==> config.mk <==
export PLATFORM = sky130hd
export DESIGN_NAME = ilu_front
export DESIGN_NICKNAME = d
export VERILOG_FILES = /design/src/ilu_pkg.sv /design/src/ilu_front.sv
export SDC_FILE = /design/constraint.sdc
export NUM_CORES = 1
export LEC_CHECK = 0
export ABC_CLOCK_PERIOD_IN_PS = 3800
export BUFFER_PORTS_ARGS = -buffer_cell sky130_fd_sc_hd__buf_2
export CAP_MARGIN = 20
export CORE_ASPECT_RATIO = 1.25
export CORE_UTILIZATION = 49
export CTS_BUF_LIST = sky130_fd_sc_hd__clkbuf_4 sky130_fd_sc_hd__clkbuf_8
export DETAILED_ROUTE_END_ITERATION = 12
export GPL_ROUTABILITY_DRIVEN = 0
export PLACE_DENSITY_LB_ADDON = 0.08
export SLEW_MARGIN = 20
export SYNTH_ARGS = -nofsm -noshare
export SYNTH_HDL_FRONTEND = slang
export SYNTH_SLANG_ARGS = --single-unit
==> constraint.sdc <==
create_clock -name clk -period 3.8 [get_ports clk]
set_input_delay 0.19 -clock clk [delete_from_list [all_inputs] [get_ports clk]]
set_output_delay 0.19 -clock clk [all_outputs]
set_load 0.03 [all_outputs]
==> src/ilu_pkg.sv <==
// Shared types and constants for the image line unfilter.
// Depends on nothing; the regs, front, back and top files and the testbench import it.
package ilu_pkg;

  // Filter codes carried with each byte of a line.
  localparam logic [7:0] FILT_NONE  = 8'd0;
  localparam logic [7:0] FILT_SUB   = 8'd1;
  localparam logic [7:0] FILT_UP    = 8'd2;
  localparam logic [7:0] FILT_AVG   = 8'd3;
  localparam logic [7:0] FILT_PAETH = 8'd4;

  // Register word indexes on the configuration port.
  localparam logic REG_BPP  = 1'b0;
  localparam logic REG_LINE = 1'b1;

  localparam int CfgAddrW = 3;
  localparam int CfgDataW = 32;
  localparam int BppW     = 3;
  localparam int LineW    = 14;

  // Operation decided by the front part; sub, avg and Paeth fold to none with no left byte.
  typedef enum logic [2:0] {
    MODE_NONE,
    MODE_SUB,
    MODE_UP,
    MODE_AVG,
    MODE_PAETH
  } mode_t;

  // Per-byte control handed from the front part to the back part.
  typedef struct packed {
    logic [7:0] data;
    mode_t      mode;
    logic       upper_zero;
    logic       last;
  } item_ctl_t;

  // Configuration registers as seen by the datapath.
  typedef struct packed {
    logic [BppW-1:0]  bytes_per_pixel;
    logic [LineW-1:0] line_bytes;
  } cfg_t;

endpackage

==> src/ilu_front.sv <==
// Front part: tracks line position and row, and classifies each accepted byte.
// Depends on ilu_pkg for filter codes, modes and the control struct.
module ilu_front
  import ilu_pkg::*;
#(
  parameter int MAX_LINE_BYTES = 8192,
  parameter int MAX_BPP        = 4
) (
  input  logic                              clk,
  input  logic                              rst_n,
  input  logic                              accept,
  input  logic [7:0]                        filtered_byte,
  input  logic [7:0]                        filter_code,
  input  logic                              image_start,
  input  cfg_t                              cfg,
  output item_ctl_t                         ctl,
  output logic [$clog2(MAX_LINE_BYTES)-1:0] col,
  output logic [((MAX_BPP > 1) ? $clog2(MAX_BPP) : 1)-1:0] bpp_idx
);

  localparam int CW   = $clog2(MAX_LINE_BYTES);
  localparam int BW   = (MAX_BPP > 1) ? $clog2(MAX_BPP) : 1;
  localparam int LENW = (CW + 1 > LineW) ? CW + 1 : LineW;

  logic [CW-1:0]   column_r, column_nxt;
  logic            first_row_r, first_row_nxt;
  logic [3:0]      bpp_eff;
  logic [LENW-1:0] len_eff;
  logic            first_cur;
  logic            has_left;
  logic            last;

  // Clamp the pixel size and line length to their usable ranges.
  always_comb begin
    bpp_eff = {1'b0, cfg.bytes_per_pixel};
    if (bpp_eff == 4'd0) begin
      bpp_eff = 4'd1;
    end else if (bpp_eff > 4'(MAX_BPP)) begin
      bpp_eff = 4'(MAX_BPP);
    end
    len_eff = LENW'(cfg.line_bytes);
    if (len_eff == '0) begin
      len_eff = LENW'(1);
    end else if (len_eff > LENW'(MAX_LINE_BYTES)) begin
      len_eff = LENW'(MAX_LINE_BYTES);
    end
  end

  // Position of this byte; an image start restarts at the first column.
  assign col       = image_start ? '0 : column_r;
  assign first_cur = image_start || first_row_r;
  assign has_left  = (LENW'(col) >= LENW'(bpp_eff));
  assign last      = ((LENW'(col) + LENW'(1)) >= len_eff);
  assign bpp_idx   = BW'(bpp_eff - 4'd1);

  // Filter decode; sub, average and Paeth bytes without a left neighbour pass unchanged.
  always_comb begin
    ctl.data       = filtered_byte;
    ctl.upper_zero = first_cur;
    ctl.last       = last;
    case (filter_code)
      FILT_SUB:   ctl.mode = has_left ? MODE_SUB : MODE_NONE;
      FILT_UP:    ctl.mode = MODE_UP;
      FILT_AVG:   ctl.mode = has_left ? MODE_AVG : MODE_NONE;
      FILT_PAETH: ctl.mode = has_left ? MODE_PAETH : MODE_NONE;
      default:    ctl.mode = MODE_NONE;
    endcase
  end

  // Line position advance on each accepted transfer.
  always_comb begin
    column_nxt    = column_r;
    first_row_nxt = first_row_r;
    if (accept) begin
      column_nxt    = last ? '0 : col + CW'(1);
      first_row_nxt = last ? 1'b0 : first_cur;
    end
  end

  always_ff @(posedge clk) begin
    if (!rst_n) begin
      column_r    <= '0;
      first_row_r <= 1'b1;
    end else begin
      column_r    <= column_nxt;
      first_row_r <= first_row_nxt;
    end
  end

endmodule

# After elaboration in Yosys (flattened, before gate mapping)
# Index checks and enable logic that the tools add are counted.
[word_totals]
register_bits = 14
output_inout_bits = 28
latch_bits = 0
mem_bits_ro = 0
mem_count = 0
mem_bits_rw = 0
[op_classes]
order_cmp = 4
multipliers = 0
mux = 11
n_div = 0
shift = 0
eq_ne = 4
addsub = 3
n_bitwise = 0
reduce_logical = 3
[op_table]
columns = ["operator", "count"]
rows = [
  ["two-way mux 14 bit", 2],
  ["two-way mux 13 bit", 2],
  ["== test 8 x 2 -> 1 bit (second input constant)", 2],
  ["adder 13 x 1 -> 14 bit (second input constant)", 1],
  [">= comparator 14 bit", 1],
  ["> comparator 14 bit (second input constant)", 1],
  ["zero test 14 bit", 1],
  ["adder 13 x 1 -> 13 bit (second input constant)", 1],
  [">= comparator 13 x 3 -> 1 bit", 1],
  ["one-hot mux 3 bit (4 select lines)", 1],
  ["two-way mux 3 bit", 3],
  ["== test 8 x 1 -> 1 bit (second input constant)", 1],
  ["== test 8 x 3 -> 1 bit (second input constant)", 1],
  ["> comparator 3 bit (second input constant)", 1],
  ["zero test 3 bit", 1],
  ["two-way mux 1 bit", 2],
  ["two-way mux 2 bit", 1],
  ["subtractor 2 x 1 -> 2 bit (second input constant)", 1],
  ["logical OR 1 bit", 1],
]

# Logic depth before layout (Yosys ltp)
[logic_depth]
ltp_word = 6
depth_mapped = 14
mapped_depth_nobuf = 13

# Worst setup path before layout
# OpenSTA, ideal clock, no wires.
[synth_timing]
kind = "in2reg"
start = "input port image_start"
end = "register column_r[0]"
path_stages = 14
setup_ns = 0.075
arrival_time_ns = 3.018
required_ns = 3.725
setup_slack_ns = 0.707
cell_sequence = "clkbuf_1 nor2b_1 ha_1 and4_1 and4_1 xnor2_1 inv_1 ha_1 nand4_1 o21ai_0 a211oi_1 nand4_1 clkbuf_1 o21ai_0"
[synth_between]
elab_chain_len = 4
[synth_lines]
columns = ["item", "line", "rtl"]
rows = [
  ["from (decl)", "ilu_front.sv:14", "input logic image_start,"],
  ["two-way mux 13 bit", "ilu_front.sv:50", "assign col = image_start ? '0 : column_r;"],
  ["named net col[1]", "ilu_front.sv:17", "output logic [$clog2(MAX_LINE_BYTES)-1:0] col,"],
  ["adder 13 x 1 -> 14 bit", "ilu_front.sv:53", "assign last = ((LENW'(col) + LENW'(1)) >= len_eff);"],
  [">= comparator 14 bit", "ilu_front.sv:53", ""],
  ["two-way mux 13 bit", "ilu_front.sv:75", "column_nxt = last ? '0 : col + CW'(1);"],
  ["to (signal assigned)", "ilu_front.sv:85", "column_r <= column_nxt;"],
  ["to (decl)", "ilu_front.sv:25", "logic [CW-1:0] column_r, column_nxt;"],
]
# The timed path passes the listed nets, and every way through them passes these cells.
# A chain may end at the register's enable or synchronous reset.

# Worst setup path in the final report
[layout_timing]
start = "register column_r[1]"
end = "register column_r[3]"
[layout_between]
elab_chain_len = 4
[layout_lines]
columns = ["item", "line"]
rows = [
  ["two-way mux 13 bit *", "ilu_front.sv:50"],
  ["adder 13 x 1 -> 14 bit", "ilu_front.sv:53"],
  [">= comparator 14 bit", "ilu_front.sv:53"],
  ["two-way mux 13 bit *", "ilu_front.sv:75"],
]
# Mark *: on every way between the ends. The rest lies on a longest branch, timed or not.

==> summary.md <==
| Metric | Value |
|---|---|
| Synthesized flop and latch total | `14` |
| Max Slew Vio Count | `0` |
| Tmin final | `3.301 ns` |
| Seq/Total Area, Yosys | `19.70%` |
| Slowest stage delay, CP | `0.46 ns` |
| Unrepaired setup endpoints after global routing | `no` |
| Boundary Pins | `65` |
| Final setup margin | `0.4991 ns` |
| Highest routed layer | `met4` |
| Num CTS Buffers | `3` |
| CP max-delay cell | `nand4_1` |
| CTS hold repair buffers | `0` |
| Die height | `62.24 µm` |
| DRT Pass-1 Iters | `4` |
| Vias in the first global route | `1350` |
| CTS tree | `yes` |
| Crit path DAT | `3.48 ns` |
| GRT Resource Usage Total | `22.14%` |
| Critical path type | `flop to flop` |
| Crit. path cell count | `12` |
| Max cap viols | `0` |
| Chip width | `50.20 µm` |
| Iter 0 DRT Violations | `27` |
| Clock latency on the worst-skew pair | `0.27 ns` |
| Filler cells | `273` |
| Hold path cells | `2` |
| DR WL met3 | `136 µm` |
| DR DRC count | `0` |
| Hold Path Class | `input port to flop` |
| Synth Cell Area | `0.001423 mm²` |
| Rows | `21` |
| Post-Route WL | `3153 µm` |
| Core Box Area | `0.002706 mm²` |
| Syn Inst Count | `203` |
| Largest net degree at the start of global routing | `19` |
| ANT cells | `0` |
| Fin crit share | `86.87%` |
| Crit-path cells | `nor2b_1 -> ha_1 -> and4_1 -> and4_1 -> xnor2_1 -> inv_1 -> ha_1 -> nand4_1 -> o21ai_0 -> a211oi_1 -> nand4_1 -> o31ai_1` |
| Drt wl/cell | `11.51 µm` |
| Layout net count | `297` |
| Register area | `280.3 µm²` |
| Pwr/cell area | `185.4 mW/mm²` |
| Commonest cells after routing, fill and taps aside | `48 x buf_2, 40 x nand2_1, 21 x inv_1` |
| Syn_area_per_cell | `7.008 µm²` |
| Via Count | `1430` |
| Final Hold Viols | `0` |
| Synth-to-layout area growth | `15.13%` |
| Status | `complete, no violations` |
| Family with the most delay on the worst path | `simple AND/OR/NAND/NOR gates` |
| M1 wire length | `1434 µm` |
| Commonest non-fill, non-tap cell in the layout | `buf_2` |
| Clock Tree Buf Depth | `2` |
| Post-synthesis cell type count | `33` |
| Overall power | `0.3036 mW` |
| Fmax | `0.3029 GHz` |
| Setup crit end kind | `flop` |
| Yosys warnings | `0` |
| Reg2Reg Depth | `12` |
| CP required | `3.98 ns` |
| Global-route wire length before repair | `5437 µm` |
| Pre-CTS setup slack | `0.4961 ns` |
| H-tree Lvls | `1` |
| Clock sinks | `14` |
| ANT nets after route | `0` |
| Area occupied by multi-input gates | `973.4 µm²` |
| Final setup vio count | `0` |
| Share of cells above drive strength 1 | `22.92%` |
| Resized cells post-CTS | `0` |
| Antenna violations before repair | `0` |
| Root Driver | `clkbuf_4` |
| Crit path buffers/inverters | `1` |
| Vias per cell | `5.219` |
| CP Max Fanout | `13` |
| Clock transition at path regs | `0.08 ns` |
| Max-Slew Margin vs Limit | `41.02%` |
| DR WL met2 | `1555 µm` |
| Post-CTS setup repair buffer count | `0` |
| DIE AREA | `0.003124 mm²` |
| Grt ovf | `0` |
| Worst vdd ir | `0.1163 mV` |
| Fin Setup TNS | `0 ns` |
| Worst slew pin tran | `0.8830 ns` |
| Type of origin of the critical path | `flop` |
| I/O Buffers | `48` |
| Clk_skew | `0.002441 ns` |
| Starting Density | `52.57%` |
| Post-Syn Nets | `258` |
| P_leak | `0.9022 nW` |
| Placed wire-length estimate | `2653 µm` |
-- Yosys cell counts --
| master | number | area, µm² |
|---|---|---|
| o221ai_1 | 1 | 8.760 |
| o311ai_1 | 1 | 8.760 |
| nor2b_1 | 9 | 56.30 |
| clkbuf_1 | 4 | 15.01 |
| inv_1 | 21 | 78.83 |
| dfxtp_1 | 14 | 280.3 |
| nand2b_1 | 2 | 12.51 |
| ha_1 | 18 | 225.2 |
| or2_2 | 1 | 6.260 |
| and2b_1 | 2 | 15.01 |
| and3_1 | 2 | 12.51 |
| nor2_4 | 1 | 11.26 |
| nor4_1 | 4 | 25.02 |
| a21o_1 | 3 | 22.52 |
| nor2_1 | 14 | 52.55 |
| nand2_1 | 40 | 150.1 |
| xor2_1 | 5 | 43.79 |
| o31ai_1 | 1 | 7.510 |
| o21ai_1 | 2 | 10.01 |
| o21ai_0 | 12 | 60.06 |
| a21oi_1 | 8 | 40.04 |
| and2_1 | 2 | 12.51 |
| a31oi_1 | 1 | 6.260 |
| and4_1 | 2 | 17.52 |
| a211oi_1 | 2 | 15.01 |
| nand3_1 | 3 | 15.01 |
| nand4_1 | 6 | 37.54 |
| nand2b_4 | 1 | 13.76 |
| or4_4 | 1 | 11.26 |
| buf_4 | 10 | 75.07 |
| xnor2_1 | 6 | 52.55 |
| nand4b_1 | 1 | 8.760 |
| nor3_1 | 3 | 15.01 |
-- state kept, by name, summed over array words and instances, names as in the netlist --
name / flops
column_r: 13
first_row_r: 1
-- power by group --
group | switching (mW) | leakage (nW) | total (mW) | internal, mW
Combinational | 0.0411 | 0.775 | 0.0702 | 0.0291
Sequential | 0.00185 | 0.113 | 0.150 | 0.149
Clock | 0.0463 | 0.0138 | 0.0829 | 0.0367
-- through the flow --
step	utilization, %	hold WS (ns)	instances	area, µm²
after CTS	60.52	0.1165	274	1638
after global routing	60.52	0.1234	274	1638
after detailed placement	59.69	0.3802	271	1615
after global placement	59.69	0.3802	271	1615
after floorplan	-	0.2686	203	1423
final	60.52	0.1254	274	1638
-- per-layer routing --
metal | vias up | GRT usage (%)
met4 | 0 | 8.571
met1 | 635 | 24.55
li1 | 750 | -
met5 | - | 0
met3 | 2 | 2.696
met2 | 43 | 41.00
-- area by class of cell --
| cell class | instances | area share (%) |
|---|---|---|
| repair buffers | 48 | 14.67 |
| clock buffers | 3 | 1.375 |
| inverters | 21 | 4.813 |
| flip-flops and latches | 14 | 17.11 |
| multi-input cells | 154 | 59.43 |
| well taps | 34 | 2.597 |
-- worst paths after layout --
path         slack, ns                         to                 startpoint
max reg2reg       0.50   column_r[3]$_SDFFE_PN0P_   column_r[1]$_SDFFE_PN0P_
min               0.13   first_row_r$_SDFFE_PN1P_                      rst_n
max               0.50   column_r[3]$_SDFFE_PN0P_   column_r[1]$_SDFFE_PN0P_
min reg2reg       0.48  column_r[10]$_SDFFE_PN0P_  column_r[10]$_SDFFE_PN0P_
-- cells by family (layout without fill, tap and decap cells) --
| family | after synthesis | after routing | synth area share (%) |
|---|---|---|---|
| AOI/OAI and AO/OA | 31 | 31 | 12.58 |
| xor gates and xnor gates | 11 | 11 | 6.772 |
| adders and majority gates | 18 | 18 | 15.83 |
| buffers and inverters | 35 | 72 | 11.87 |
| DFF | 14 | 14 | 19.70 |
| and+or+nand+nor | 94 | 94 | 33.24 |
Power figures use the tool's default switching activity.
