[config.mk]
export PLATFORM = sky130hd
export DESIGN_NAME = ilu_regs
export DESIGN_NICKNAME = d
export VERILOG_FILES = /design/src/ilu_pkg.sv /design/src/ilu_regs.sv
export SDC_FILE = /design/constraint.sdc
export NUM_CORES = 1
export LEC_CHECK = 0
export ABC_AREA = 1
export BUFFER_PORTS_ARGS = -buffer_cell sky130_fd_sc_hd__buf_4
export CAP_MARGIN = 25
export CORE_MARGIN = 3
export CORE_UTILIZATION = 37
export CTS_BUF_LIST = sky130_fd_sc_hd__clkbuf_16
export DETAILED_ROUTE_END_ITERATION = 10
export PLACE_DENSITY = 0.87
export SYNTH_ARGS = -nofsm -noshare
export SYNTH_HDL_FRONTEND = slang
export SYNTH_SLANG_ARGS = --single-unit
[constraint.sdc]
create_clock -name clk -period 1 [get_ports clk]
set_input_delay 0.1 -clock clk [delete_from_list [all_inputs] [get_ports clk]]
set_output_delay 0.1 -clock clk [all_outputs]
set_load 0.02 [all_outputs]
[src/ilu_pkg.sv]
// Shared types and constants for the image line unfilter.
// Depends on nothing; the regs, front, back and top files and the testbench import it.
package ilu_pkg;

  // Filter codes carried with each byte of a line.
  localparam logic [7:0] FILT_NONE  = 8'd0;
  localparam logic [7:0] FILT_SUB   = 8'd1;
  localparam logic [7:0] FILT_UP    = 8'd2;
  localparam logic [7:0] FILT_AVG   = 8'd3;
  localparam logic [7:0] FILT_PAETH = 8'd4;

  // Register word indexes on the configuration port.
  localparam logic REG_BPP  = 1'b0;
  localparam logic REG_LINE = 1'b1;

  localparam int CfgAddrW = 3;
  localparam int CfgDataW = 32;
  localparam int BppW     = 3;
  localparam int LineW    = 14;

  // Operation decided by the front part; sub, avg and Paeth fold to none with no left byte.
  typedef enum logic [2:0] {
    MODE_NONE,
    MODE_SUB,
    MODE_UP,
    MODE_AVG,
    MODE_PAETH
  } mode_t;

  // Per-byte control handed from the front part to the back part.
  typedef struct packed {
    logic [7:0] data;
    mode_t      mode;
    logic       upper_zero;
    logic       last;
  } item_ctl_t;

  // Configuration registers as seen by the datapath.
  typedef struct packed {
    logic [BppW-1:0]  bytes_per_pixel;
    logic [LineW-1:0] line_bytes;
  } cfg_t;

endpackage

[src/ilu_regs.sv]
// APB-style configuration registers of the unfilter.
// Depends on ilu_pkg for register indexes and the configuration struct.
module ilu_regs
  import ilu_pkg::*;
(
  input  logic                clk,
  input  logic                rst_n,
  input  logic                psel,
  input  logic                penable,
  input  logic                pwrite,
  input  logic [CfgAddrW-1:0] paddr,
  input  logic [CfgDataW-1:0] pwdata,
  output logic [CfgDataW-1:0] prdata,
  output logic                pready,
  output cfg_t                cfg
);

  logic [BppW-1:0]  bpp_r;
  logic [LineW-1:0] line_bytes_r;
  logic             wr_en;

  assign pready = 1'b1;
  assign wr_en  = psel && penable && pwrite;

  // Register writes, decoded on the word index.
  always_ff @(posedge clk) begin
    if (!rst_n) begin
      bpp_r        <= BppW'(1);
      line_bytes_r <= LineW'(1024);
    end else if (wr_en) begin
      case (paddr[2])
        REG_BPP:  bpp_r        <= pwdata[BppW-1:0];
        REG_LINE: line_bytes_r <= pwdata[LineW-1:0];
        default:  bpp_r        <= bpp_r;
      endcase
    end
  end

  // Read-back multiplexer.
  always_comb begin
    case (paddr[2])
      REG_BPP:  prdata = CfgDataW'(bpp_r);
      REG_LINE: prdata = CfgDataW'(line_bytes_r);
      default:  prdata = '0;
    endcase
  end

  assign cfg.bytes_per_pixel = bpp_r;
  assign cfg.line_bytes      = line_bytes_r;

endmodule

Word-level counts from Yosys, hierarchy flattened
Cells that the tools add are included.

Input port bits: 40. Output and inout bits: 50. Bits in registers: 17. Word-level logic and storage cells: 8.

Reductions and logical operators: 4. Muxes and demuxes: 1. Bitwise logic cells: 1.

Operators by type and width (number): one-hot mux 32 bit (2 select lines) (1); AND reduction 2 bit (2); logical AND 1 bit (2); NOT 1 bit (1).

Longest topological paths before layout
Gate-level depths: netlist of the first run.

Depth in word-level cells: 3. Mapped depth: 6. Depth with buffers taken out: 5.

Least setup slack after synthesis of the first run
No wires, ideal clock.

Kind: register to output. Start point: register line_bytes_r[0]. End point: output prdata[0]. Stages on the path, launching flop included: 3. Path slack: 227 ps. Data arrival time: 673 ps. Cells stage by stage: dfxtp_1 nand2_1 nand2_1.

Longest elaborated chain between the ends: 1.

Ends and longest elaborated chain: start, declared (RTL line ilu_regs.sv:19) `logic [LineW-1:0] line_bytes_r;`; start signal, assigned (RTL line ilu_regs.sv:29) `line_bytes_r <= LineW'(1024);`; start signal, assigned (RTL line ilu_regs.sv:33) `REG_LINE: line_bytes_r <= pwdata[LineW-1:0];`; one-hot mux 32 bit (2 select lines) (RTL line ilu_regs.sv:41) `case (paddr[2])`; end, declared (RTL line ilu_regs.sv:13) `output logic [CfgDataW-1:0] prdata,`.

No other way between the ends. The select of a mux whose other input is x is not followed.

Worst setup path in the final report of the first run
Same ends and word-level chain as after synthesis.

==> reports/qor.csv, run 1 <==
stage,metric,value,unit
outcome,run status,"complete, no violations",
cts,# hold bufs at CTS,0,
floorplan,starting density of the core,40.0,%
routing,DRT Wirelength,2150,um
sta,Setup TNS,0,ns
cells_and_area,n_diodes,0,
cts,TritonCTS clock tree,done,
setup_path,CP Data Arrival Time,0.84,ns
cts,CTS HTree Levels,1,
cts,"Reg clk slew, reported paths",0.05,ns
setup_path,"Req. time, crit path",0.90,ns
placed_design,Port-buffer cells,50,
sta,Setup-failing EPs final,0,
floorplan,IO Pins,90,
sta,RSZ-0062 raised after global routing,false,
routing,Max Used Layer,met3,
routing,WL met3,203,um
power_and_ir_drop,P_leak,0.843,nW
placed_design,dpl cell area,0.00133,sq mm
setup_path,crit path kind,reg2out,
sta,skew final,0,ns
cells_and_area,nets,249,
sta,fin crit share,94.5,%
routing,# DRC,0,
logic_synthesis,synthesized cell area,0.00102,sq mm
logic_synthesis,sequential area share after synthesis,33.5,%
routing,total number of vias,963,
grt,largest net degree at the start of global routing,24,
grt,total gr overflow,0,
cells_and_area,ratio of cells with drive above 1 in the final layout,31.3,%
cells_and_area,final design utilization,55.6,%
routing,vias per std cell,4.05,
sta,Achievable Freq,1060,MHz
logic_synthesis,Gate Count Post-Synth,162,
placed_design,DP HPWL,1670,um
cells_and_area,"commonest non-fill, non-tap cell in the layout",buf_4,
cts,CTS sink cnt,17,
power_and_ir_drop,Pwr Total,1.87,mW
sta,Max Slew Vio Count,0,
setup_path,CP Capture Type,output pin,
routing,Antenna Violating Nets Remaining,0,
floorplan,row count,18,
min_path,Tightest Hold Check Type,in2reg,
sta,"Hold Vio Cnt, Final",0,
cells_and_area,Area growth syn-to-layout,39.1,%
grt,vias in the first global route,829,
placed_design,gpl congestion,0.660,
routing,WL/cell,9.03,um
routing,routed wl met2,1110,um
floorplan,Die Height,58.4,um
grt,initial antenna violation count,0,
grt,Tot GR Track Use,13.0,%
cells_and_area,most frequent cells in the layout,"buf_4 (50), nand2_1 (38), nor2_1 (31), inv_1 (24), conb_1 (19)",
logic_synthesis,synth top area cells,"dfxtp_1 (33%), buf_4 (15%), nand2_1 (14%)",
logic_synthesis,"FF+latch count, synth",17,
setup_path,CP max FO,3,
power_and_ir_drop,IR Drop Worst-Case VDD,0.000730,V
cts,setup repair bufs after CTS,0,
sta,Hold Slack,0.0653,ns
floorplan,die width,58.4,um
logic_synthesis,Yosys top cell area share,33.5,%
routing,DRT Pass-1 Iters,4,
cts,worst-skew pair later-pin latency,0.24,ns
logic_synthesis,distinct cell type count after synthesis,14,
floorplan,core area,0.00254,sq mm
cells_and_area,post-route cell area,0.00142,sq mm
cts,clock root buffer,clkbuf_16,
sta,Tmin final,0.945,ns
grt,global-route wire length before repair,3500,um
setup_path,CP startpoint kind,register,
flow_run,maxcap violations,0,
logic_synthesis,syn_area_per_cell,6.28,sq um
cts,cts bufs inserted,3,
floorplan,Total Die Area,0.00341,sq mm
logic_synthesis,Synth Warn #,0,
routing,DRT met1 WL,836,um
routing,initial DRC count,10,
power_and_ir_drop,P per Cell Area,1320,mW/mm^2
cts,maximum root-to-sink buffer count,2,
logic_synthesis,Synth area leader,dfxtp_1,
-- through the flow --
| stage | setup WS (ns) | std cells |
|---|---|---|
| after floorplan | 0.227 | 179 |
| after global placement | 0.0900 | 234 |
| after detailed placement | 0.0791 | 234 |
| after CTS | 0.0398 | 238 |
| after global routing | 0.00619 | 238 |
| final | 0.0550 | 238 |
-- power by group --
part	switching (mW)	leakage (nW)	total [mW]	internal, mW
clock	0.248	0.0409	0.782	0.534
combinational	0.228	0.662	0.370	0.141
sequential	0.0166	0.140	0.721	0.704
total	0.493	0.843	1.87	1.38
-- synthesized netlist by cell type --
cell type / n
nor2_4: 2
nand3_1: 17
nor2_1: 31
clkbuf_1: 1
conb_1: 2
inv_1: 24
buf_2: 4
buf_4: 20
nand2_1: 38
buf_6: 1
nand3_2: 1
dfxtp_1: 17
inv_2: 2
o21ai_0: 2
-- logic make-up (layout without fill, tap and decap cells) --
logic type / Yosys count / count (layout) / share of synthesized area [%]
other cells: 2 / 19 / 0.738
compound gates: 2 / 2 / 0.984
buf+inv: 52 / 81 / 27.8
flops: 17 / 17 / 33.5
simple gates: 89 / 89 / 37.0
-- routing by layer --
layer  global-route usage [%]  vias up
met5                        0        -
met4                     3.97        0
met3                     3.51        0
met2                     23.1       39
met1                     14.9      398
li1                         -      526
-- path summary, 6_finish.rpt --
check | startpoint | end | slack, ns | cells after the start
worst max-delay path | line_bytes_r[0]$_SDFFE_PN0P_ | prdata[0] | 0.06 | 3
worst min-delay path | pwdata[10] | line_bytes_r[10]$_SDFFE_PN1P_ | 0.07 | 3
worst min register to register | line_bytes_r[1]$_SDFFE_PN0P_ | line_bytes_r[1]$_SDFFE_PN0P_ | 0.49 | 2
worst max register to register | bpp_r[0]$_SDFFE_PN1P_ | bpp_r[0]$_SDFFE_PN1P_ | 0.41 | 2
-- area by class of cell --
type | instances | area, sq um
clock buffer | 3 | 75.1
clock inverter | 1 | 5.00
fill | 256 | 1130
inverter | 26 | 97.6
multi-input combinational | 110 | 458
sequential | 17 | 347
tap | 30 | 37.5
timing repair buffer | 51 | 395
-- what timing repair did --
action,4_1_cts,5_1_grt
resized for setup,0,5
endpoints found under the hold margin,0,0
endpoints found under the setup margin,0,3
-- sequential cells by signal, summed over array words and instances, names as in the netlist --
signal,cells
bpp_r,3
line_bytes_r,14
-- critical path: stages, from the launching register on --
cell,delay (ns)
dfxtp_1,0.35
nand2_1,0.06
nand2_1,0.06
buf_4,0.13
No activity file was read; power rests on OpenSTA's default activity.
==> run 2, diff against run 1 <==
--- a/config.mk
+++ b/config.mk
@@ -8,7 +8,6 @@
 export ABC_AREA = 1
 export BUFFER_PORTS_ARGS = -buffer_cell sky130_fd_sc_hd__buf_4
 export CAP_MARGIN = 25
-export CORE_MARGIN = 3
 export CORE_UTILIZATION = 37
 export CTS_BUF_LIST = sky130_fd_sc_hd__clkbuf_16
 export DETAILED_ROUTE_END_ITERATION = 10
==> reports/qor.csv, run 2 (synthesis gave the netlist of run 1 again) <==
stage,metric,value,unit,change
sta,skew final,0,ns,unchanged
sta,Setup-failing EPs final,0,,unchanged
grt,Tot GR Track Use,15.2,%,+2.2 points
sta,fin crit share,95.3,%,+0.77 points
power_and_ir_drop,IR Drop Worst-Case VDD,0.000750,V,+2.8%
setup_path,CP Capture Type,output pin,,
cts,CTS HTree Levels,1,,unchanged
floorplan,starting density of the core,40.0,%,unchanged
cts,"Reg clk slew, reported paths",0.05,ns,about the same
cells_and_area,most frequent cells in the layout,"buf_4 (52), nand2_1 (38), nor2_1 (31), inv_1 (25), conb_1 (19)",,
sta,"Hold Vio Cnt, Final",0,,unchanged
sta,Setup TNS,0,ns,unchanged
routing,WL/cell,9.00,um,-0.33%
setup_path,crit path kind,reg2out,,
routing,Antenna Violating Nets Remaining,0,,unchanged
sta,Achievable Freq,1050,MHz,-0.81%
min_path,Tightest Hold Check Type,in2reg,,
grt,global-route wire length before repair,3300,um,-5.7%
grt,largest net degree at the start of global routing,18,,-25%
placed_design,gpl congestion,0.670,,+1.5%
cts,Resize count post-CTS,0,,unchanged
floorplan,die width,54.4,um,-6.8%
cells_and_area,"commonest non-fill, non-tap cell in the layout",buf_4,,
floorplan,row count,18,,unchanged
routing,vias per std cell,4.13,,+2.2%
cts,CTS sink cnt,17,,unchanged
setup_path,"Req. time, crit path",0.90,ns,about the same
outcome,run status,"complete, no violations",,
grt,vias in the first global route,764,,-7.8%
flow_run,maxcap violations,0,,unchanged
cts,setup repair bufs after CTS,0,,unchanged
setup_path,CP Data Arrival Time,0.85,ns,about the same
routing,initial DRC count,8,,-2
cells_and_area,Biggest register,line_bytes_r,,
floorplan,Die Height,54.4,um,-6.8%
setup_path,CP startpoint kind,register,,
cells_and_area,register cell area after layout,345,sq um,-0.36%
cells_and_area,Fill cells,272,,+6.3%
cells_and_area,max reg flops,14,,unchanged
grt,total gr overflow,0,,unchanged
cells_and_area,footprint of the multi-input gates,458,sq um,unchanged
cts,TritonCTS clock tree,done,,
cts,maximum root-to-sink buffer count,2,,unchanged
cells_and_area,Area growth syn-to-layout,38.4,%,
cts,clock root buffer,clkbuf_16,,
routing,DRT Pass-1 Iters,4,,unchanged
cells_and_area,ratio of cells with drive above 1 in the final layout,30.6,%,-0.63 points
power_and_ir_drop,P_leak,0.844,nW,+0.14%
placed_design,DP HPWL,1660,um,-0.40%
grt,initial antenna violation count,0,,unchanged
routing,DRT Wirelength,2150,um,about the same
floorplan,core area,0.00254,sq mm,unchanged
setup_path,CP max FO,3,,unchanged
floorplan,Total Die Area,0.00296,sq mm,-13%
cells_and_area,nets,250,,+0.40%
placed_design,Port-buffer cells,50,,unchanged
sta,Max Slew Vio Count,0,,unchanged
cells_and_area,Largest regs,"line_bytes_r x14, bpp_r x3",,
routing,total number of vias,988,,+2.6%
sta,Tmin final,0.953,ns,+0.00769 ns
floorplan,IO Pins,90,,unchanged
routing,# DRC,0,,unchanged
power_and_ir_drop,Pwr Total,1.86,mW,-0.52%
cts,worst-skew pair later-pin latency,0.24,ns,about the same
cts,# hold bufs at CTS,0,,unchanged
power_and_ir_drop,P per Cell Area,1320,mW/mm^2,about the same
cells_and_area,n_diodes,0,,unchanged
sta,RSZ-0062 raised after global routing,false,,
cts,cts bufs inserted,3,,unchanged
-- run 2: changes by cell type in the layout (fill, tap and decap cells not counted) --
cell | before | now
inv_1 | 24 | 25
clkinv_2 | 1 | 0
buf_4 | 50 | 52
dfxtp_2 | 5 | 4
buf_12 | 1 | 0
dfxtp_1 | 12 | 13
-- run 2: worst paths after layout --
kind,endpoint,cells after the start,slack (ns),startpoint
setup / recovery,prdata[0],3,0.05,bpp_r[0]$_SDFFE_PN1P_
hold / removal,bpp_r[0]$_SDFFE_PN1P_,3,0.08,pwdata[0]
setup reg to reg,line_bytes_r[10]$_SDFFE_PN1P_,2,0.39,line_bytes_r[10]$_SDFFE_PN1P_
hold reg to reg,bpp_r[2]$_SDFFE_PN0P_,2,0.49,bpp_r[2]$_SDFFE_PN0P_
-- run 2: metal layers --
metal	GRT usage (%)	part of all wire, %
met1	15.3	41
met2	32.3	52
met3	1.94	6.4
met4	2.56	0
met5	0	0
-- run 2: critical path: stages (launching register included) --
cell	delay, ns
dfxtp_1	0.36
nand2_1	0.06
nand2_1	0.06
buf_4	0.13
-- run 2: power by group --
part | internal [mW] | switching (mW) | total, mW
logic | 0.138 | 0.228 | 0.366
registers | 0.704 | 0.0178 | 0.721
clock network | 0.530 | 0.245 | 0.775
-- run 2: layout make-up --
cell class	instances	share of cell area [%]
inverters	26	6.93
repair buffers	52	27.7
clock inverters	1	0.267
flip-flops and latches	17	24.5
multi-input cells	110	32.5
clock buffers	3	5.33
well taps	30	2.67
-- run 2: per-stage QoR --
step	setup slack [ns]	util [%]	std cells	hold slack (ns)	instance area (sq um)
3_5_place_dp	0.0782	52.0	235	0.322	1320
6_report	0.0474	55.3	239	0.0807	1410
2_1_floorplan	0.227	-	179	0.226	1080
4_1_cts	0.0310	55.1	239	0.0784	1400
5_1_grt	0.00193	55.3	239	0.109	1410
3_3_place_gp	0.0905	52.0	235	0.317	1320
