## config.mk

```make
export PLATFORM = sky130hd
export DESIGN_NAME = ilu_queue
export DESIGN_NICKNAME = d
export VERILOG_FILES = /design/src/ilu_queue.sv
export SDC_FILE = /design/constraint.sdc
export NUM_CORES = 1
export LEC_CHECK = 0
export ABC_AREA = 0
export BUFFER_PORTS_ARGS = -buffer_cell sky130_fd_sc_hd__buf_4
export CAP_MARGIN = 0
export CORE_MARGIN = 3
export CORE_UTILIZATION = 52
export CTS_CLUSTER_SIZE = 10
export DETAILED_ROUTE_END_ITERATION = 7
export HOLD_SLACK_MARGIN = 0.1
export PLACE_DENSITY = 0.77
export SYNTH_ARGS = -nofsm -noshare
export SYNTH_HDL_FRONTEND = slang
export SYNTH_SLANG_ARGS = --single-unit
```

## constraint.sdc

```tcl
create_clock -name clk -period 3.65 [get_ports clk]
set_input_delay 0.73 -clock clk [delete_from_list [all_inputs] [get_ports clk]]
set_output_delay 0.73 -clock clk [all_outputs]
set_load 0.02 [all_outputs]
```

## src/ilu_queue.sv

```systemverilog
// Small register queue used between the parts of the unfilter and at its output.
// Depends on nothing.
module ilu_queue #(
  parameter int DATA_W = 8,
  parameter int DEPTH  = 2
) (
  input  logic              clk,
  input  logic              rst_n,
  input  logic              push,
  input  logic [DATA_W-1:0] wdata,
  output logic              full,
  input  logic              pop,
  output logic [DATA_W-1:0] rdata,
  output logic              valid
);

  localparam int AW = (DEPTH > 1) ? $clog2(DEPTH) : 1;

  logic [DATA_W-1:0] mem_r [DEPTH];
  logic [AW-1:0]     wr_ptr_r, wr_ptr_nxt;
  logic [AW-1:0]     rd_ptr_r, rd_ptr_nxt;
  logic [AW:0]       count_r, count_nxt;
  logic              do_push, do_pop;

  assign full    = (count_r == (AW+1)'(DEPTH));
  assign valid   = (count_r != '0);
  assign rdata   = mem_r[rd_ptr_r];
  assign do_push = push && !full;
  assign do_pop  = pop && valid;

  // Pointer and fill count updates, wrapping at the queue depth.
  always_comb begin
    wr_ptr_nxt = wr_ptr_r;
    rd_ptr_nxt = rd_ptr_r;
    count_nxt  = count_r;
    if (do_push) begin
      wr_ptr_nxt = (wr_ptr_r == AW'(DEPTH - 1)) ? '0 : wr_ptr_r + AW'(1);
    end
    if (do_pop) begin
      rd_ptr_nxt = (rd_ptr_r == AW'(DEPTH - 1)) ? '0 : rd_ptr_r + AW'(1);
    end
    if (do_push && !do_pop) begin
      count_nxt = count_r + (AW+1)'(1);
    end else if (do_pop && !do_push) begin
      count_nxt = count_r - (AW+1)'(1);
    end
  end

  always_ff @(posedge clk) begin
    if (!rst_n) begin
      wr_ptr_r <= '0;
      rd_ptr_r <= '0;
      count_r  <= '0;
    end else begin
      wr_ptr_r <= wr_ptr_nxt;
      rd_ptr_r <= rd_ptr_nxt;
      count_r  <= count_nxt;
    end
  end

  // Storage takes each accepted transfer.
  always_ff @(posedge clk) begin
    if (do_push) begin
      mem_r[wr_ptr_r] <= wdata;
    end
  end

endmodule

```

# Word level (Yosys, flattened, before mapping)
# Memories as Yosys holds them, arrays and structs flattened. A register that Yosys moved wholly into a read port is not among the register bits.
# Index checks and enable logic that the tools add are counted.
# totals
ram_bits	16
mem_count	1
output_inout_bits	10
elab_cells	26
ff_bits	4
# memory_table
memory	depth	word_bits	rd	rd_ports_with_merged_regs	wr	line	text
mem_r	2	8	1	1	1	19	logic [DATA_W-1:0] mem_r [DEPTH];
# op_classes
mux	8
reduce_logical	9
eq_ne	1
add_sub_neg	4
# ops
operator	count
1-bit two-way mux	6
1-bit logical AND	4
2-bit two-way mux	2
2-bit nonzero test	2
1-bit zero test	3
1-bit adder (second input constant)	2
2-bit by 1-bit adder with 2-bit output (second input constant)	1
2-bit equality test (second input constant)	1
2-bit by 1-bit subtractor with 2-bit output (second input constant)	1

# Longest topological paths before layout
# Gate-level depths: netlist (run 1).
# logic_depth
depth_word	7
ltp_mapped	7

# Least setup slack after synthesis (run 1)
# Ideal clock, no wire load.
# synth_path
path_kind	input to register
startpoint	in pop
endpoint	reg count_r[1]
setup_slack_ns	1.922
arrival_ns	1.659
required_ns	3.580
path_stages	4
setup_ns	0.070
cell_sequence	o21ai_0 ha_1 or3_1 a21oi_1
# synth_via
elab_chain_len	4
word_cells_on_any_way	6
# synth_lines
item	line	text
start: declaration	12	input logic pop,
1-bit logical AND *	29	assign do_pop = pop && valid;
1-bit zero test	42	if (do_push && !do_pop) begin
1-bit logical AND	42	
2-bit two-way mux / 2-bit nonzero test (equally long branches)	--	
end signal: assignment	57	count_r <= count_nxt;
end: declaration	22	logic [AW:0] count_r, count_nxt;
# Every way passes the cells marked *; elsewhere a longest branch is shown, timed or not.
# A chain may end at the register's enable or synchronous reset.

==> results_dict.tcl, run 1 <==
set metrics [dict create \
    synth_fa_ha_area_frac 0.01553 \
    p_int_w 0.0004701 \
    total_power_w 0.0006893 \
    core-area_um2 1383 \
    cts_setup_buffers 0 \
    io_buffers 21 \
    antenna_found_initial 0 \
    drv_slew 0 \
    setup-tns-final_ns 0 \
    place_hpwl_um 896.1 \
    maxCapViolCount 0 \
    drc_errors 0 \
    fin_worst_skew_ns 0.006300 \
    worst_pin_slew_ns 0.6757 \
    synth_area_um2 805.8 \
    grt.total_usage 0.1390 \
    grt_pass1_wl_mm 1.973 \
    synth_xor_xnor_area_share 0.03261 \
    grt_remaining_overflow 0 \
    setup_violations 0 \
    syn_nets 64 \
    syn_inst 51 \
    clkTransAtPathRegs_ns 0.11 \
    path_max_fanout 8 \
    p_leak_nw 0.4095 \
    clock_latency_ns 0.29 \
    yosys.area_share.simple 0.06211 \
    clockPowerShare 0.151 \
    synthMuxAreaShare 0.1118 \
    arrival_ns 1.35 \
    yosys_register_bits 21 \
    num_rows 13 \
    clockBufferDepth 2 \
    routabilityCongestion 0.7180 \
    synth_cell_types 17 \
    finalHoldViolCount 0 \
    postRouteWirelength_mm 1.162 \
    die_h_um 45.37 \
    setup_ws_ns 1.565 \
    io_pins 22 \
    seqPwrFrac 0.486 \
    diodes 0 \
    via_count 456 \
    crit_required_ns 2.92 \
    ys_seq_area_frac 0.7205 \
    layout_commonest_cell "buf_4" \
    fin_worst_hold_slack_ns 0.5279 \
    synth_top_family_by_area "multiplexers" \
    wl_per_cell_um 12.91 \
    status "finished clean" \
    switchingPower_w 0.0002192 \
    start_util 0.5828 \
    timing.final.crit_share 0.5712 \
    comb_power_share 0.363 \
    root_buffer "clkbuf_4" \
    syn_to_final_growth_pct 24.53 \
    synth-compound-area-share 0.03727 \
    grt_max_degree 12 \
    crit_path_end_kind "output pin" \
    max_clock_freq_mhz 479.6 \
    fill_cells 98 \
    power_density_nw_per_um2 687.0 \
    dpl_worst_slack_ns 1.729 \
    netSwitchingFraction 0.3180 \
    yosysWarningCount 0 \
    final_net_count 89 \
    vdd_drop_max_uv 421.7 \
    max_slew_margin 0.5471 \
    ctsResizeCount 0 \
    period_needed_ns 2.085 \
    rsz0062_at_grt "false" \
    most-common-layout-cells "buf_4 (21), edfxtp_1 (16), mux2_2 (8)" \
    drive_above_1_share 0.4533 \
    cts-htree-levels 1 \
    die_area_um2 2058 \
    holdBufCountCts 0 \
    final_area_um2 1003 \
    die_w_um 45.37 \
    cts_made_buffers 3 \
    grt_pass1_vias 482 \
    vias_per_cell 5.067 \
    worst-setup-path-type "register to output pin" \
    firstDrtPassIters 3 \
    cts_sinks 21 \
    cts_tree "built" \
    hold_class "register to register" \
    synth.avg_cell_area_um2 15.80 \
    final_antenna_net_count 0 \
    place_area_um2 977.2 \
    start_kind "register" \
    drt_iter0_markers 15 \
]
## worst max-delay path, cell delays in order (launching register included)
cell,delay (ns)
dfxtp_1,0.54
mux2_2,0.38
buf_4,0.16
## final timing paths
kind	from	to	slack [ns]	depth (start not counted)
worst max-delay path	register	rdata[0]	1.57	2
worst min-delay path	count_r[1]	count_r[1]	0.53	2
worst max register to register	count_r[0]	count_r[1]	2.05	4
worst min register to register	count_r[1]	count_r[1]	0.53	2
## Yosys cell counts
master / count / area (um^2)
a21boi_0: 1 / 7.510
a21oi_1: 1 / 5.000
and3_1: 1 / 6.260
buf_2: 1 / 5.000
dfxtp_1: 5 / 100.1
edfxtp_1: 16 / 480.5
ha_1: 1 / 12.51
inv_1: 3 / 11.26
mux2_2: 8 / 90.09
nand2b_1: 1 / 6.260
nor2_1: 4 / 15.01
nor3_2: 1 / 10.01
o21a_1: 1 / 7.510
o21ai_0: 2 / 10.01
or2_2: 1 / 6.260
or3_1: 1 / 6.260
xor2_1: 3 / 26.28
## power by group through the flow
stage	logic, W	registers [W]	clock network (W)
2_1_floorplan	0.000178	0.000325	0
3_3_place_gp	0.000249	0.000340	0
3_5_place_dp	0.000255	0.000342	0
4_1_cts	0.000255	0.000336	0.000108
5_1_grt	0.000276	0.000341	0.000119
6_report	0.000250	0.000335	0.000104
## metal layers
metal  GRT usage  share of wire  vias up  routed length (um)
li1            -              -      231                   -
met1      0.1540           0.41      210                 478
met2      0.2373           0.51       13                 598
met3     0.03187          0.062        2                  72
met4     0.08772          0.010        0                  12
met5           0              0        -                   0
## state kept, by name, indices dropped and copies added (netlist names), named ones only
| name | flops |
|---|---|
| count_r | 2 |
| wr_ptr_r | 1 |
| rd_ptr_r | 1 |
| mem_r | 16 |
## metrics by stage
step,util,std cells
after floorplan,-,51
after global placement,0.7068,86
after detailed placement,0.7068,86
after CTS,0.7258,90
after global routing,0.7258,90
final,0.7258,90
## cell families after synthesis
logic type / count (synthesis)
DFF: 21
and+or+nand+nor: 9
muxes: 8
AOI/OAI and AO/OA: 5
buffers and inverters: 4
xor gates and xnor gates: 3
adders and majority gates: 1
## cell type report
| type | instances | area [um^2] | area share |
|---|---|---|---|
| sequential | 21 | 580.6 | 0.5786 |
| multi-input combinational | 26 | 209.0 | 0.2082 |
| timing repair buffer | 21 | 157.7 | 0.1571 |
| clock buffer | 4 | 26.28 | 0.02618 |
| tap | 15 | 18.77 | 0.01870 |
| inverter | 3 | 11.26 | 0.01122 |
Note: power is estimated with default switching activity, not from simulation.
==> run 2: changes to the inputs <==
Settings changed: CORE_UTILIZATION 52 to 49, PLACE_DENSITY 0.77 to 0.73.
Clock period 3.65 ns to 1.95 ns, I/O delays scaled along.
==> run 2 against run 1 <==
  * Count of clock-buffer cells in the layout shrank 1
  * Non-clock buffer count grew 1
  * Utilization shrank 6.1 points
  * First-iteration DRC count shrank 47%
  * Via count grew 4.6%
  * Die area grew 5.3%
  * Global-route usage shrank 1.8 points
  * Register-to-register slack lost 1.7 ns
  * Sequential cell count is the same
  * Critical path depth is the same
  * Combinational power grew 92%
  * Largest cell class unchanged
  * Highest routed layer unchanged
==> results_dict.tcl, run 2 (synthesis results as in run 1) <==
set metrics [dict create \
    status "finished clean" \
    period_needed_ns 1.775 \
    cts-htree-levels 1 \
    largest_reg_flops 16 \
    num_rows 14 \
    worst-setup-path-type "register to output pin" \
    setup_violations 0 \
    vdd_drop_max_uv 657.2 \
    arrival_ns 1.39 \
    worstRegToRegCells 6 \
    reg.largest.list "mem_r x16, count_r x2" \
    cts_made_buffers 3 \
    grt_pass1_wl_mm 1.766 \
    root_buffer "clkbuf_4" \
    largest-register "mem_r" \
    diodes 0 \
    io_pins 22 \
    wl_per_cell_um 13.27 \
    reg2reg_from "count_r[0]" \
    drv_slew 0 \
    antenna_found_initial 0 \
    fin_worst_hold_slack_ns 0.2741 \
    die_w_um 46.55 \
    setup-tns-final_ns 0 \
    routabilityCongestion 0.6954 \
    crit_path_end_kind "output pin" \
    drive_above_1_share 0.4737 \
    cts_setup_buffers 0 \
    reg2reg_to "count_r[1]" \
    power_density_nw_per_um2 1288 \
    crit_required_ns 1.56 \
    cts_tree "built" \
    grt.total_usage 0.1212 \
    start_kind "register" \
    holdBufCountCts 0 \
    hold_depth 1 \
    worst-r2r-setup-slack_ns 0.33 \
    start_util 0.5287 \
    finalHoldViolCount 0 \
    die_area_um2 2167 \
    die_h_um 46.55 \
    hold_class "input pin to register" \
    final_antenna_net_count 0 \
    p_leak_nw 0.4172 \
    via_count 477 \
    vias_per_cell 5.185 \
    ctsResizeCount 0 \
    clock_latency_ns 0.29 \
    io_buffers 21 \
    hold_start "wdata[6]" \
    clkTransAtPathRegs_ns 0.11 \
    grt_remaining_overflow 0 \
    core-area_um2 1524 \
    max_clock_freq_mhz 563.2 \
    firstDrtPassIters 4 \
    postRouteWirelength_mm 1.221 \
    max_slew_margin 0.7353 \
    grt_pass1_vias 430 \
    clockBufferDepth 2 \
    place_hpwl_um 920.4 \
    final_net_count 90 \
    maxCapViolCount 0 \
    drc_errors 0 \
    drt_iter0_markers 8 \
    most-common-layout-cells "buf_4 (22), edfxtp_1 (16), mux2_2 (8)" \
    holdPathEnd "mem_r[1][6]" \
    rsz0062_at_grt "false" \
    layout_commonest_cell "buf_4" \
    grt_max_degree 13 \
    path_max_fanout 8 \
    syn_to_final_growth_pct 25.78 \
    worst_pin_slew_ns 0.3970 \
    timing.final.crit_share 0.9105 \
    fin_worst_skew_ns 0.001673 \
    cts_sinks 21 \
]
-- run 2: changes by cell type in the layout (fill, tap and decap cells not counted) --
cell	before	now
clkbuf_1	1	0
buf_4	21	22
clkinv_2	0	1
-- run 2: per-stage QoR --
step | cells | util | setup WS (ns) | total power (W) | cell area, um^2
after floorplan | 51 | - | 0.3563 | 0.0009418 | 805.8
after global placement | 88 | 0.6470 | 0.4017 | 0.001113 | 985.9
after detailed placement | 88 | 0.6470 | 0.3540 | 0.001124 | 985.9
after CTS | 92 | 0.6650 | 0.1481 | 0.001322 | 1013
after global routing | 92 | 0.6650 | 0.1068 | 0.001380 | 1013
final | 92 | 0.6650 | 0.1745 | 0.001306 | 1013
-- run 2: metal layers --
| layer | vias to the layer above | global-route usage | part of all wire |
|---|---|---|---|
| li1 | 234 | - | - |
| met1 | 223 | 0.1450 | 0.40 |
| met2 | 16 | 0.1978 | 0.52 |
| met3 | 4 | 0.02734 | 0.057 |
| met4 | 0 | 0.06818 | 0.017 |
| met5 | - | 0 | 0 |
-- run 2: cell type report --
type | count | area [um^2]
tap | 16 | 20.02
clock inverter | 1 | 5.005
clock buffer | 3 | 22.52
timing repair buffer | 22 | 165.2
inverter | 3 | 11.26
fill | 113 | 510.5
sequential | 21 | 580.6
multi-input combinational | 26 | 209.0
-- run 2: critical path, stage by stage, from the launching register on --
cell     delay [ns]
dfxtp_1        0.55
mux2_2         0.39
buf_4          0.16
-- run 2: worst max path at each step --
stage / from / endpoint / slack, ns
after global routing: register / rdata[0] / 0.11
after floorplan: count_r[0] / count_r[1] / 0.36
after CTS: register / rdata[0] / 0.15
after detailed placement: count_r[0] / count_r[1] / 0.35
after global placement: count_r[0] / count_r[1] / 0.40
final: register / rdata[5] / 0.17
-- run 2: where the power goes --
part | internal [W] | switching, W | total [W]
logic | 0.000237 | 0.000242 | 0.000479
clock network | 0.0000763 | 0.000121 | 0.000197
registers | 0.000571 | 0.0000586 | 0.000629
==> run 3: changes to the inputs <==
Settings changed: BUFFER_PORTS_ARGS -buffer_cell sky130_fd_sc_hd__buf_4 to -buffer_cell sky130_fd_sc_hd__buf_2.
==> run 3 against run 2 <==
  * Register-to-register slack got worse by 0.02 ns
  * Sequential cell count did not move
  * First-iteration DRC count fell by 75%
  * Critical path type unchanged
  * Wire length fell by 1.3%
  * Critical path depth did not move
  * Clock power rose by 3%
==> results_dict.tcl, run 3 (synthesis results as in run 1) <==
set metrics [dict create \
    status "finished clean" \
    io_pins 22 \
    worst_pin_slew_ns 0.4001 \
    max_slew_margin 0.7333 \
    hold_class "input pin to register" \
    holdBufCountCts 0 \
    vias_per_cell 5.120 \
    critPathTopFamily "flip-flops" \
    crit_buf_inv 1 \
    diodes 0 \
    final_area_um2 960.9 \
    die_area_um2 2167 \
    fin_worst_skew_ns 0.001556 \
    via_count 471 \
    timing.final.crit_share 0.9074 \
    clkTransAtPathRegs_ns 0.11 \
    worst-setup-path-type "register to output pin" \
    finalHoldViolCount 0 \
    regArea_um2 580.6 \
    p_leak_nw 0.4000 \
    path_max_fanout 8 \
    largest_reg_flops 16 \
    most-common-layout-cells "buf_2 (21), edfxtp_1 (16), mux2_2 (8)" \
    fin_worst_hold_slack_ns 0.2707 \
    netSwitchingFraction 0.3339 \
    postRouteWirelength_mm 1.205 \
    grt_pass1_wl_mm 1.731 \
    instances_no_fill 92 \
    cts_tree "built" \
    multi_input_area_um2 209.0 \
    routabilityCongestion 0.6647 \
    num_rows 14 \
    fill_cells 126 \
    die_h_um 46.55 \
    firstDrtPassIters 4 \
    drv_slew 0 \
    grt_max_degree 13 \
    start_util 0.5287 \
    die_w_um 46.55 \
    arrival_ns 1.38 \
    setup_violations 0 \
    clockPowerShare 0.161 \
    drc_errors 0 \
    final_antenna_net_count 0 \
    core-area_um2 1524 \
    root_buffer "clkbuf_4" \
    place_area_um2 933.4 \
    rsz0062_at_grt "false" \
    layout_commonest_cell "buf_2" \
    dp.cells 88 \
    p_int_w 0.0008362 \
    crit_required_ns 1.56 \
    cts_made_buffers 3 \
    syn_to_final_growth_pct 19.25 \
    final_net_count 90 \
    path_cells "mux2_2 > buf_2" \
    ctsResizeCount 0 \
    drt_iter0_markers 2 \
    switchingPower_w 0.0004191 \
    wl_per_cell_um 13.10 \
    max_clock_freq_mhz 565.1 \
    antenna_found_initial 0 \
    setup-tns-final_ns 0 \
    seqPwrFrac 0.500 \
    io_buffers 21 \
    period_needed_ns 1.769 \
    place_hpwl_um 822.9 \
    grt_remaining_overflow 0 \
    clockBufferDepth 2 \
    clock_latency_ns 0.30 \
    power_density_nw_per_um2 1306 \
    reg.largest.list "mem_r x16, count_r x2" \
    slowest_delay_ns 0.55 \
    cts-htree-levels 1 \
    maxCapViolCount 0 \
    vdd_drop_max_uv 778.9 \
    largest-register "mem_r" \
    comb_power_share 0.340 \
    slowest_stage "dfxtp_1" \
    cts_setup_buffers 0 \
    cts_sinks 21 \
    crit_path_end_kind "output pin" \
    grt_pass1_vias 413 \
    start_kind "register" \
    drive_above_1_share 0.4737 \
    grt.total_usage 0.1283 \
]
[run 3: changes by cell type in the layout (fill, tap and decap cells not counted)]
cell,previous run,this run
buf_2,0,21
buf_4,22,1
[run 3: layer usage]
| layer | up-vias | part of all wire | GRT usage | wire length, um |
|---|---|---|---|---|
| met4 | 0 | 0.027 | 0.1193 | 33 |
| met2 | 14 | 0.49 | 0.1896 | 587 |
| met1 | 221 | 0.42 | 0.1373 | 506 |
| met5 | - | 0 | 0 | 0 |
| met3 | 4 | 0.065 | 0.05078 | 78 |
| li1 | 232 | - | - | - |
[run 3: per-stage QoR]
step / utilization / total power (W) / setup WS, ns
6_report: 0.6305 / 0.001255 / 0.1806
5_1_grt: 0.6305 / 0.001339 / 0.09611
4_1_cts: 0.6305 / 0.001277 / 0.1325
3_5_place_dp: 0.6125 / 0.001067 / 0.3820
3_3_place_gp: 0.6125 / 0.001058 / 0.4108
2_1_floorplan: - / 0.0009418 / 0.3563
[run 3: worst register-to-register path: cells and delay by family, from the launching register on]
family | cells | cell delay [ns]
flip-flops | 1 | 0.42
adder cells (fa/ha/maj) | 1 | 0.27
AO/OA/AOI/OAI | 1 | 0.16
buffers and inverters | 1 | 0.08
AND/OR/NAND/NOR | 3 | 0.65
[run 3: cell type report]
cell class / count / area share
multi-input cells: 26 / 0.2174
repair buffers: 22 / 0.1172
inverters: 3 / 0.01172
well taps: 16 / 0.02083
flip-flops and latches: 21 / 0.6042
clock buffers: 3 / 0.02344
clock inverters: 1 / 0.005208
[run 3: worst paths after layout]
check	start	end	slack (ns)	cells after the start
worst min-delay path	wdata[7]	mem_r[0][7]	0.27	1
worst max register to register	count_r[0]	count_r[1]	0.31	6
worst max-delay path	register	rdata[3]	0.18	2
worst min register to register	rd_ptr_r	register	0.52	2
[run 3: power by group through the flow]
stage	Combinational (W)	Sequential, W	Clock (W)
after floorplan	0.000334	0.000608	0
after global placement	0.000422	0.000636	0
after detailed placement	0.000429	0.000638	0
after CTS	0.000432	0.000630	0.000215
after global routing	0.000465	0.000639	0.000235
final	0.000426	0.000627	0.000202
